## src/rtl/hexpp_pkg.sv

```systemverilog
// Shared types, character codes and the hex digit decoder for the pattern parser.
package hexpp_pkg;

    localparam int COUNT_W = 13;
    localparam logic [COUNT_W-1:0] COUNT_MAX = '1;

    localparam logic [7:0] CHAR_PIPE    = 8'h7C;
    localparam logic [7:0] CHAR_SPACE   = 8'h20;
    localparam logic [7:0] CHAR_ZERO    = 8'h30;
    localparam logic [7:0] CHAR_NINE    = 8'h39;
    localparam logic [7:0] CHAR_LOWER_A = 8'h61;
    localparam logic [7:0] CHAR_LOWER_F = 8'h66;
    localparam logic [7:0] CHAR_UPPER_A = 8'h41;
    localparam logic [7:0] CHAR_UPPER_F = 8'h46;
    localparam logic [7:0] HEX_LETTER_BASE = 8'd10;

    typedef enum logic [1:0] {
        MODE_LITERAL  = 2'd0,
        MODE_FIRST    = 2'd1,
        MODE_SECOND   = 2'd2,
        MODE_FIRST_SP = 2'd3
    } parse_mode_t;

    typedef struct packed {
        parse_mode_t        parse_mode;
        logic [3:0]         high_nibble;
        logic               error_seen;
        logic [COUNT_W-1:0] decoded_count;
    } parse_state_t;

    typedef struct packed {
        logic               byte_valid;
        logic [7:0]         out_byte;
        logic               line_done;
        logic               parse_error;
        logic [COUNT_W-1:0] pattern_length;
    } result_t;

    typedef struct packed {
        logic       is_hex;
        logic [3:0] value;
    } hex_digit_t;

    localparam parse_state_t STATE_RESET = '{
        parse_mode:    MODE_LITERAL,
        high_nibble:   4'd0,
        error_seen:    1'b0,
        decoded_count: '0
    };

    function automatic hex_digit_t hex_decode(logic [7:0] c);
        hex_digit_t d;
        logic [7:0] v;
        d = '{is_hex: 1'b0, value: 4'd0};
        v = 8'd0;
        if (c >= CHAR_ZERO && c <= CHAR_NINE) begin
            v = c - CHAR_ZERO;
            d = '{is_hex: 1'b1, value: v[3:0]};
        end else if (c >= CHAR_LOWER_A && c <= CHAR_LOWER_F) begin
            v = c - CHAR_LOWER_A + HEX_LETTER_BASE;
            d = '{is_hex: 1'b1, value: v[3:0]};
        end else if (c >= CHAR_UPPER_A && c <= CHAR_UPPER_F) begin
            v = c - CHAR_UPPER_A + HEX_LETTER_BASE;
            d = '{is_hex: 1'b1, value: v[3:0]};
        end
        return d;
    endfunction

endpackage

```

## src/rtl/hexpp_if.sv

```systemverilog
// Valid/ready channel interfaces for raw line bytes and parsed pattern results.
interface hexpp_raw_if;
    logic       valid;
    logic       ready;
    logic [7:0] in_byte;
    logic       end_of_line;

    modport source (output valid, output in_byte, output end_of_line, input ready);
    modport sink   (input valid, input in_byte, input end_of_line, output ready);
endinterface

interface hexpp_pat_if;
    logic                           valid;
    logic                           ready;
    logic                           byte_valid;
    logic [7:0]                     out_byte;
    logic                           line_done;
    logic                           parse_error;
    logic [hexpp_pkg::COUNT_W-1:0]  pattern_length;

    modport source (output valid, output byte_valid, output out_byte, output line_done,
                    output parse_error, output pattern_length, input ready);
    modport sink   (input valid, input byte_valid, input out_byte, input line_done,
                    input parse_error, input pattern_length, output ready);
endinterface

```

## src/rtl/hex_escaped_pattern_parser.sv

```systemverilog
// Pipe-delimited hex escape pattern parser, one raw byte per beat.
// An accepted raw beat's result is registered and offered the next cycle.
// One byte per cycle unless stalled; the state update is the only loop.
// raw.ready stays high while the result register is empty or being taken.
// Reset clears the parser state, the line byte counter and the result valid.
module hex_escaped_pattern_parser #(
    parameter int MAX_LINE_BYTES = 4096
) (
    input logic         clk,
    input logic         rst_n,
    hexpp_raw_if.sink   raw,
    hexpp_pat_if.source pattern
);
    import hexpp_pkg::*;

    localparam int LB_W = $clog2(MAX_LINE_BYTES + 2);

    parse_state_t    state_reg;
    parse_state_t    state_next;
    logic [LB_W-1:0] line_bytes_reg;
    logic [LB_W-1:0] line_bytes_next;
    result_t         step_result;
    result_t         result_reg;
    logic            out_valid_reg;
    logic            accept;

    assign raw.ready = !out_valid_reg || pattern.ready;
    assign accept    = raw.valid && raw.ready;

    hexpp_step #(
        .MAX_LINE_BYTES (MAX_LINE_BYTES),
        .LB_W           (LB_W)
    ) u_step (
        .in_byte         (raw.in_byte),
        .end_of_line     (raw.end_of_line),
        .state           (state_reg),
        .line_bytes      (line_bytes_reg),
        .state_next      (state_next),
        .line_bytes_next (line_bytes_next),
        .result          (step_result)
    );

    always_ff @(posedge clk or negedge rst_n)
    begin
        if (!rst_n)
        begin
            state_reg      <= STATE_RESET;
            line_bytes_reg <= '0;
            out_valid_reg  <= 1'b0;
        end else
        begin
            if (accept)
            begin
                state_reg      <= state_next;
                line_bytes_reg <= line_bytes_next;
            end
            // hold the result beat until taken
            if (accept)
            begin
                out_valid_reg <= 1'b1;
            end else if (pattern.ready)
            begin
                out_valid_reg <= 1'b0;
            end
        end
    end

    always_ff @(posedge clk)
    begin
        if (accept)
        begin
            result_reg <= step_result;
        end
    end

    assign pattern.valid          = out_valid_reg;
    assign pattern.byte_valid     = result_reg.byte_valid;
    assign pattern.out_byte       = result_reg.out_byte;
    assign pattern.line_done      = result_reg.line_done;
    assign pattern.parse_error    = result_reg.parse_error;
    assign pattern.pattern_length = result_reg.pattern_length;

endmodule

```

## src/rtl/hexpp_step.sv

```systemverilog
// Per-byte parse step: next parser state and the result for one raw byte.
module hexpp_step #(
    parameter int MAX_LINE_BYTES = 4096,
    parameter int LB_W           = 13
) (
    input  logic [7:0]              in_byte,
    input  logic                    end_of_line,
    input  hexpp_pkg::parse_state_t state,
    input  logic [LB_W-1:0]         line_bytes,
    output hexpp_pkg::parse_state_t state_next,
    output logic [LB_W-1:0]         line_bytes_next,
    output hexpp_pkg::result_t      result
);
    import hexpp_pkg::*;

    localparam logic [LB_W-1:0] LB_MAX = LB_W'(MAX_LINE_BYTES);

    hex_digit_t         digit;
    logic [LB_W-1:0]    lb_inc;
    logic               err_in;
    parse_mode_t        mode_next;
    logic [3:0]         nibble_next;
    logic               syntax_err;
    logic               emit_raw;
    logic               emit;
    logic [7:0]         emit_byte;
    logic               count_full;
    logic [COUNT_W-1:0] count_next;
    logic               err_final;

    assign digit  = hex_decode(in_byte);
    // saturate one past the limit
    assign lb_inc = (line_bytes <= LB_MAX) ? line_bytes + 1'b1 : line_bytes;
    assign err_in = state.error_seen | (lb_inc > LB_MAX);

    // next mode
    always_comb
    begin
        mode_next   = state.parse_mode;
        nibble_next = state.high_nibble;
        syntax_err  = 1'b0;
        if (!err_in)
        begin
            unique case (state.parse_mode)
                MODE_LITERAL:
                begin
                    if (in_byte == CHAR_PIPE)
                    begin
                        mode_next = MODE_FIRST;
                    end
                end
                MODE_FIRST, MODE_FIRST_SP:
                begin
                    if (in_byte == CHAR_SPACE)
                    begin
                        mode_next = MODE_FIRST_SP;
                    end else if (in_byte == CHAR_PIPE && state.parse_mode == MODE_FIRST)
                    begin
                        mode_next = MODE_LITERAL;
                    end else if (digit.is_hex)
                    begin
                        nibble_next = digit.value;
                        mode_next   = MODE_SECOND;
                    end else
                    begin
                        syntax_err = 1'b1;
                    end
                end
                MODE_SECOND:
                begin
                    if (in_byte == CHAR_SPACE)
                    begin
                        mode_next = MODE_SECOND;
                    end else if (digit.is_hex)
                    begin
                        mode_next = MODE_FIRST;
                    end else
                    begin
                        syntax_err = 1'b1;
                    end
                end
                default:
                begin
                    syntax_err = 1'b1;
                end
            endcase
        end
    end

    // emitted byte, count and line-end report
    always_comb
    begin
        emit_raw  = !err_in &&
                    ((state.parse_mode == MODE_LITERAL && in_byte != CHAR_PIPE) ||
                     (state.parse_mode == MODE_SECOND && digit.is_hex));
        emit_byte = (state.parse_mode == MODE_LITERAL) ? in_byte
                                                       : {state.high_nibble, digit.value};
        count_full = (state.decoded_count == COUNT_MAX);
        emit       = emit_raw && !count_full;
        count_next = emit ? state.decoded_count + 1'b1 : state.decoded_count;
        err_final  = err_in || syntax_err || (emit_raw && count_full) ||
                     (end_of_line && mode_next != MODE_LITERAL);

        result.byte_valid     = emit;
        result.out_byte       = emit ? emit_byte : 8'd0;
        result.line_done      = end_of_line;
        result.parse_error    = end_of_line && err_final;
        result.pattern_length = (end_of_line && !err_final) ? count_next : '0;
    end

    // back to reset values after the last byte of a line
    always_comb
    begin
        if (end_of_line)
        begin
            state_next      = STATE_RESET;
            line_bytes_next = '0;
        end else
        begin
            state_next.parse_mode    = mode_next;
            state_next.high_nibble   = nibble_next;
            state_next.error_seen    = err_final;
            state_next.decoded_count = count_next;
            line_bytes_next          = lb_inc;
        end
    end

endmodule
```

## src/flat_wrapper.sv

```systemverilog
// flat-port wrapper written by rule: the top's interface ports become plain ports
module hex_escaped_pattern_parser_flat import hexpp_pkg::*;
#(
    parameter int MAX_LINE_BYTES = 4096
)
  (clk, rst_n, raw_valid, raw_in_byte, raw_end_of_line, raw_ready, pattern_valid, pattern_byte_valid, pattern_out_byte, pattern_line_done, pattern_parse_error, pattern_pattern_length, pattern_ready);
  hexpp_raw_if raw_i ();
  hexpp_pat_if pattern_i ();
  input logic clk;
  input logic rst_n;
  input wire logic [$bits(raw_i.valid)-1:0] raw_valid;
  input wire logic [$bits(raw_i.in_byte)-1:0] raw_in_byte;
  input wire logic [$bits(raw_i.end_of_line)-1:0] raw_end_of_line;
  output wire logic [$bits(raw_i.ready)-1:0] raw_ready;
  output wire logic [$bits(pattern_i.valid)-1:0] pattern_valid;
  output wire logic [$bits(pattern_i.byte_valid)-1:0] pattern_byte_valid;
  output wire logic [$bits(pattern_i.out_byte)-1:0] pattern_out_byte;
  output wire logic [$bits(pattern_i.line_done)-1:0] pattern_line_done;
  output wire logic [$bits(pattern_i.parse_error)-1:0] pattern_parse_error;
  output wire logic [$bits(pattern_i.pattern_length)-1:0] pattern_pattern_length;
  input wire logic [$bits(pattern_i.ready)-1:0] pattern_ready;
  assign raw_i.valid = raw_valid;
  assign raw_i.in_byte = raw_in_byte;
  assign raw_i.end_of_line = raw_end_of_line;
  assign raw_ready = raw_i.ready;
  assign pattern_valid = pattern_i.valid;
  assign pattern_byte_valid = pattern_i.byte_valid;
  assign pattern_out_byte = pattern_i.out_byte;
  assign pattern_line_done = pattern_i.line_done;
  assign pattern_parse_error = pattern_i.parse_error;
  assign pattern_pattern_length = pattern_i.pattern_length;
  assign pattern_i.ready = pattern_ready;
  hex_escaped_pattern_parser #(.MAX_LINE_BYTES(MAX_LINE_BYTES)) u_core (.clk(clk), .rst_n(rst_n), .raw(raw_i), .pattern(pattern_i));
endmodule
```

## config.mk

```make
export PLATFORM = sky130hd
export DESIGN_NAME = hex_escaped_pattern_parser_flat
export DESIGN_NICKNAME = d
export VERILOG_FILES = /design/src/rtl/hexpp_pkg.sv /design/src/rtl/hexpp_if.sv /design/src/rtl/hex_escaped_pattern_parser.sv /design/src/rtl/hexpp_step.sv /design/src/flat_wrapper.sv
export SDC_FILE = /design/constraint.sdc
export NUM_CORES = 1
export LEC_CHECK = 0
export ABC_AREA = 1
export BUFFER_PORTS_ARGS = -buffer_cell sky130_fd_sc_hd__buf_4
export CORE_MARGIN = 5
export CORE_UTILIZATION = 65
export CTS_BUF_LIST = sky130_fd_sc_hd__clkbuf_8
export DETAILED_ROUTE_END_ITERATION = 7
export GPL_ROUTABILITY_DRIVEN = 1
export HOLD_SLACK_MARGIN = 0.02
export PLACE_DENSITY = 0.93
export SYNTH_ARGS = -nofsm -noshare
export SYNTH_HDL_FRONTEND = slang
export SYNTH_SLANG_ARGS = --single-unit
export TNS_END_PERCENT = 10
```

## constraint.sdc

```tcl
create_clock -name clk -period 4.15 [get_ports clk]
set_input_delay 1.245 -clock clk [delete_from_list [all_inputs] [get_ports clk]]
set_output_delay 1.245 -clock clk [all_outputs]
set_load 0.03 [all_outputs]
```

==> results.md, run 1 <==
* Outcome: finished clean
* Placer Congestion at roughly 0.96
* Ports at 39
* Post-CTS Hold Buffers at 0
* GR Overflow Total at 0
* Crit end category: flip-flop
* Clock transition at path regs at around 0.070 ns
* CTS Buffer Depth at 2
* RSZ-0062 raised after global routing: false
* Synth Instances at around 490
* Largest net degree at the start of global routing at 35
* Sequential Area at about 1600 µm²
* Ys Warns at 0
* Nets at roughly 550
* Die area at 7290 µm²
* Post-Synth XOR/XNOR Area at 3.32%
* Tmin final at about 3.4 ns
* Global Route Usage Sum at between 20 and 30%
* Top-area cell type share of the netlist area at 23.0%
* Max-Cap Viols at 0
* Num CTS Buffers at 9
* Vias/cell at 5.77
* Placed wire-length estimate at approximately 6100 µm
* Peak VDD IR at between 400 and 500 µV
* Layout fillers at just under 400
* Initial DRC Count at ~470
* Slew at the pin closest to its max-slew limit at between 0.7 and 0.8 ns
* Die W at about 85 µm
* Pwr/cell area at between 600 and 700 nW/µm²
* PortBufs at 38
* Adder and majority cell fraction of the synthesized area at under 10%
* Count of final hold-check violations at 0
* FMAX at around 300 MHz
* Yosys top cell by area: dfrtp_1
* Final Max Tran Viols at 0
* Worst Path Required at 4.22 ns
* Routed wire length at a little over 9000 µm
* Post-cts sizing count at 0
* TritonRoute pass-1 iters at 7
* Setup Skew at 0.00950 ns
* First-pass GRT wire length at ~16000 µm
* Initial Util at roughly two thirds
* Main synth FF type: dfrtp_1
* Ranking of synthesized cells by area: dfrtp_1, edfxtp_1, nand2_1, nand3_1, inv_1
* Area Overhead vs Synth at 14.2%
* Async set-or-reset flop fraction in the synthesized netlist at between 50% and 60%
* Maximum fanout along the worst path at 13
* Final setup violation count at 0
* CP startpoint kind: input pin
* Initial antenna violation count at 0
* Leak at 0.00203 µW
* Normalized max-slew margin at 51.4%
* Mapped Nets at slightly above 500
* Sequential area share after synthesis at 42.5%
* DR WL/cell at 15.3 µm
* CTS tree: built
* Vias at between 3000 and 4000
* CP arrival at 3.46 ns
* Syn_area_per_cell at about 7.6 µm²
* Vias in the first global route at 3428
* Post-synth EDFFs at 24
* Placed insts at 589
* # DRC at 0
* Max FFs per register at 20
* Final worst path period share at 81.6%
* Most common cell in the netlist: nand2_1
* Area of the core at 5510 µm²
* Cell area after synthesis at roughly 3700 µm²
* Compound-Gate Fraction of Synth Area at roughly 6.2%
* Critical path class: in -> reg
* Synth top cells by count: nand2_1, inv_1, nand3_1
* Synth Area in Simple Gates at between 30% and 40%
* Share of cells above drive strength 1 at 16.5%
* Min-Delay Path Class: reg -> reg
* Final std cells w/o fill at between 600 and 700
* Post-synth cell types at 33
* Seq cells post-synth at 58
* Multi-input logic area at approximately 1800 µm²
* Largest family of logic cells by synthesized area: simple AND/OR/NAND/NOR gates
* Setup TNS at 0 ns
* Root Driver: clkbuf_8
* Setup Buffers After CTS at 0
* ANT cells at 0
* ANT nets after route at 0
* Clk sinks at 58
* H-tree lvl count at 3
* Row Count at 27
* Die H at 85.4 µm
* Portion of netlist area occupied by mux cells at 0%
* Later-pin clock latency in the skew report at between 0.3 and 0.4 ns
-- layout make-up --
cell class | count | share of cell area [%]
clock buffers | 10 | 3.26
clock inverters | 5 | 1.13
well taps | 72 | 2.14
repair buffers | 44 | 7.83
flip-flops and latches | 58 | 37.3
multi-input cells | 362 | 43.7
inverters | 53 | 4.72
-- layout by cell type (no fill, tap or decap), drive strengths merged, types with 2 or more instances in the layout --
cell and instances:
a21oi 7, o21ai 16, nor4 4, nor3 12, clkinv 2, nand4 7
ha 8, a22o 3, inv 55, nand2 185, o22ai 5, nor2 50
clkbuf 10, buf 44, edfxtp 24, xor2 14, a211oi 5, nand3 41
dfrtp 34, a31oi 2
-- through the flow --
step	setup WS (ns)	cell area [µm²]	total power (µW)	hold slack, ns	util [%]
after floorplan	0.977	3690	1970	0.442	-
after global placement	0.643	4030	2220	0.459	73.2
after detailed placement	0.534	4030	2280	0.476	73.2
after CTS	0.820	4220	2810	0.490	76.6
after global routing	0.592	4220	3020	0.504	76.6
final	0.764	4220	2820	0.486	76.6
-- power by group --
part           total, µW  leakage (µW)  internal (µW)  switching [µW]
Combinational       1430       0.00123            432            1000
Clock                507      0.000105            284             223
Sequential           879      0.000698            785            94.5
Total               2820       0.00203           1500            1320
-- worst paths after layout --
kind                                                 startpoint                                              end  slack (ns)  cells after the start
setup / recovery                                 raw_in_byte[0]  u_core.pattern.pattern_length[12]$_SDFFCE_PN0P_        0.76                     13
hold / removal                  u_core.state_reg[6]$_DFFE_PN0P_                  u_core.state_reg[6]$_DFFE_PN0P_        0.49                      2
setup reg to reg           u_core.line_bytes_reg[0]$_DFFE_PN0P_   u_core.pattern.pattern_length[8]$_SDFFCE_PN0P_        0.94                     18
hold reg to reg                 u_core.state_reg[6]$_DFFE_PN0P_                  u_core.state_reg[6]$_DFFE_PN0P_        0.49                      2
max in group asynchronous                                 rst_n                 u_core.state_reg[15]$_DFFE_PN0P_        2.97                      1
min in group asynchronous                                 rst_n             u_core.line_bytes_reg[6]$_DFFE_PN0P_        0.85                      1
-- per-layer routing --
metal	wire length [µm]	global-route usage [%]
met4	288	11.1
met5	0	0
met2	4430	44.6
met3	774	7.67
met1	3750	34.8
-- critical path, cell delays in order --
cell and delay [ns]:
buf_4 0.11, inv_1 0.10, ha_1 0.23, o21ai_0 0.17
nand2_1 0.09, nand2_1 0.15, nand2_1 0.14, inv_1 0.14
nand2_1 0.11, o31ai_1 0.45, nor2_4 0.11, nand4_4 0.35
nor2_1 0.08
-- kinds of logic (layout without fill, tap and decap cells) --
group	count (synthesis)	after routing
AND/OR/NAND/NOR	301	301
buffers and inverters	66	112
flip-flops	58	58
AO/OA/AOI/OAI	39	39
XOR/XNOR	14	14
adder cells (fa/ha/maj)	8	8
No activity file was read; power rests on OpenSTA's default activity.
==> inputs of run 2 (changes only) <==
--- a/config.mk
+++ b/config.mk
@@ -8,12 +8,12 @@
 export ABC_AREA = 1
 export BUFFER_PORTS_ARGS = -buffer_cell sky130_fd_sc_hd__buf_4
 export CORE_MARGIN = 5
-export CORE_UTILIZATION = 65
+export CORE_UTILIZATION = 55
 export CTS_BUF_LIST = sky130_fd_sc_hd__clkbuf_8
 export DETAILED_ROUTE_END_ITERATION = 7
 export GPL_ROUTABILITY_DRIVEN = 1
 export HOLD_SLACK_MARGIN = 0.02
-export PLACE_DENSITY = 0.93
+export PLACE_DENSITY = 0.84
 export SYNTH_ARGS = -nofsm -noshare
 export SYNTH_HDL_FRONTEND = slang
 export SYNTH_SLANG_ARGS = --single-unit
==> constraint.sdc (replaced) <==
create_clock -name clk -period 2.78 [get_ports clk]
set_input_delay 0.834 -clock clk [delete_from_list [all_inputs] [get_ports clk]]
set_output_delay 0.834 -clock clk [all_outputs]
set_load 0.03 [all_outputs]
==> run 2 against run 1 <==
Critical path type is now reg -> reg. Die area up 16%. Total power up 66%. Register-to-register slack worse by 0.77 ns. Routed wire length down 3.0%. Largest cell class unchanged.
==> results.md, run 2 (synthesis gave the netlist of run 1 again) <==
* Row Count at 29 (was 27)
* Final setup violation count at 0 (unchanged)
* Worst path max stage delay at 0.44 ns (was 0.45 ns)
* Die H at 92.0 µm (was 85.4 µm)
* Die area at 8450 µm² (was 7290 µm²)
* Root Driver: clkbuf_8 (unchanged)
* Most common cell after layout, fill and taps aside: nand2_1 (unchanged)
* Clk sinks at 58 (unchanged)
* Clock Power Share at 21.2% (was 18.0%)
* ANT cells at 0 (unchanged)
* Multi-input logic area at 1880 µm² (was 1840 µm²)
* Critical path class: reg -> reg (was in -> reg)
* Min-Delay Path Class: in -> async (was reg -> reg)
* Final Max Tran Viols at 0 (unchanged)
* Initial antenna violation count at 0 (unchanged)
* Post-cts sizing count at 0 (unchanged)
* CP startpoint kind: flip-flop (was input pin)
* First-pass GRT wire length at 15000 µm (was 16000 µm)
* Vias in the first global route at 3376 (was 3428)
* TritonRoute pass-1 iters at 5 (was 7)
* PortBufs at 38 (unchanged)
* Largest net degree at the start of global routing at 35 (unchanged)
* Leak at 0.00216 µW (was 0.00203 µW)
* Tmin final at 2.61 ns
* Nets at 566 (was 549)
* Setup Skew at 0.00692 ns (was 0.00950 ns)
* Later-pin clock latency in the skew report at 0.34 ns (about the same)
* RSZ-0062 raised after global routing: true (was false)
* Outcome: finished clean (unchanged)
* Maximum fanout along the worst path at 7 (was 13)
* Cell mode on critical path: nand2_1 (unchanged)
* Max-Cap Viols at 0 (unchanged)
* Worst Path Required at 2.88 ns (was 4.22 ns)
* P_int at 2650 µW (was 1500 µW)
* Setup Buffers After CTS at 0 (unchanged)
* Switch share at 43.2% (was 46.7%)
* Sequential Area at 1570 µm² (about the same)
* Peak VDD IR at 661 µV (was 441 µV)
* Ports at 39 (unchanged)
* DR WL/cell at 14.3 µm (was 15.3 µm)
* Final std cells w/o fill at 627 (was 604)
* Placed insts at 609 (was 589)
* CP arrival at 2.72 ns (was 3.46 ns)
* Max FFs per register at 20 (unchanged)
* Count of final hold-check violations at 0 (unchanged)
* Die W at 92.0 µm (was 85.4 µm)
* GR Overflow Total at 0 (unchanged)
* Crit end category: flip-flop (unchanged)
* Routed wire length at 8970 µm (was 9240 µm)
* Setup TNS at 0 ns (unchanged)
* Num CTS Buffers at 9 (unchanged)
* Global Route Usage Sum at 21.8% (was 27.5%)
* Initial Util at 57.2% (was 67.1%)
* Normalized max-slew margin at 68.4% (was 51.4%)
* Placed wire-length estimate at 6180 µm (was 6130 µm)
* Vias/cell at 5.64 (was 5.77)
* # DRC at 0 (unchanged)
* Clock transition at path regs at 0.07 ns (about the same)
* Switching component of the power at 2020 µW (was 1320 µW)
* Area of the core at 6460 µm² (was 5510 µm²)
* Post-CTS Hold Buffers at 0 (unchanged)
* Crit-path slowest cell: dfrtp_2 (was o31ai_1)
* Dpl ws at -0.143 ns (was 0.534 ns)
* FMAX at between 300 and 400 MHz
* Finished layout cell area at 4500 µm² (was 4220 µm²)
* Vias at 3537 (was 3483)
* Area post-placement at 4180 µm² (was 4030 µm²)
* Layout fillers at 488 (was 386)
* Initial DRC Count at 216 (was 472)
* CTS Buffer Depth at 2 (unchanged)
* Comb pwr share at 50.9% (was 50.8%)
* CTS tree: built (unchanged)
* Pwr/cell area at 1040 nW/µm² (was 668 nW/µm²)
* Placer Congestion at 0.967 (was 0.956)
* ANT nets after route at 0 (unchanged)
* H-tree lvl count at 3 (unchanged)
* Area Overhead vs Synth at 21.7% (was 14.2%)
* Share of cells above drive strength 1 at 20.4% (was 16.5%)
* Final worst path period share at a little over nine tenths
* Final WS setup at 0.166 ns (was 0.764 ns)
* Sequential share of power at 27.9% (was 31.2%)
* Slew at the pin closest to its max-slew limit at 0.474 ns (was 0.728 ns)
* Cells along the critical path: inv_1 -> ha_1 -> nand2_1 -> nor3_4 -> nand2_4 -> nand3_1 -> nand2_1 -> nor2_1 -> nand2_1 -> nor2_2 -> nand2_2 -> nand2_4 -> nand2_4 -> nand2_1 -> nand2_2 -> nand4_4 -> clkbuf_16 -> nor2_4 (was buf_4 -> inv_1 -> ha_1 -> o21ai_0 -> nand2_1 -> nand2_1 -> nand2_1 -> inv_1 -> nand2_1 -> o31ai_1 -> nor2_4 -> nand4_4 -> nor2_1)
* Most frequent cells in the layout: nand2_1, buf_4, inv_1 (was nand2_1, inv_1, buf_4)
## run 2: layer usage
metal	global-route usage, %	share of wire [%]	up-vias
met5	0	0	-
met4	10.3	2.8	0
met3	4.83	7.1	30
met2	35.4	48	158
met1	27.7	42	1661
li1	-	-	1688
## run 2: power by group through the flow
stage,sequential (µW),combinational [µW],clock (µW)
2_1_floorplan,1510,1430,0
3_3_place_gp,1310,2160,0
3_5_place_dp,1310,2220,0
4_1_cts,1300,2250,996
5_1_grt,1330,2600,1040
6_report,1310,2380,991
## run 2: final timing paths
check,startpoint,end,slack (ns),cells past startpoint
min in group clk,u_core.state_reg[6]$_DFFE_PN0P_,u_core.state_reg[6]$_DFFE_PN0P_,0.48,2
worst min-delay path,rst_n,u_core.line_bytes_reg[6]$_DFFE_PN0P_,0.44,1
worst max register to register,u_core.line_bytes_reg[1]$_DFFE_PN0P_,u_core.pattern.pattern_length[6]$_SDFFCE_PN0P_,0.17,18
worst max-delay path,u_core.line_bytes_reg[1]$_DFFE_PN0P_,u_core.pattern.pattern_length[6]$_SDFFCE_PN0P_,0.17,18
max in group asynchronous,rst_n,u_core.line_bytes_reg[1]$_DFFE_PN0P_,1.98,1
worst min register to register,u_core.state_reg[6]$_DFFE_PN0P_,u_core.state_reg[6]$_DFFE_PN0P_,0.48,2
## run 2: cell type report
type	instances	share of cell area, %
Inverter	53	4.54
Sequential cell	58	35.0
Clock inverter	5	2.23
Multi-Input combinational cell	363	41.7
Timing Repair Buffer	60	11.0
Clock buffer	11	3.37
Tap cell	77	2.14
## run 2: through the flow
stage               hold WS, ns  power (µW)  utilization, %
floorplan                 0.442        2940               -
global placement          0.461        3470            64.7
detailed placement        0.465        3530            64.7
CTS                       0.457        4550            68.6
global route              0.473        4980            69.6
finish                    0.443        4680            69.6
## run 2: critical path, delay by kind of cell (launching register included)
family | cells | cell delay (ns)
adders and majority gates | 1 | 0.15
buffers and inverters | 2 | 0.27
DFF | 1 | 0.44
and+or+nand+nor | 15 | 1.53
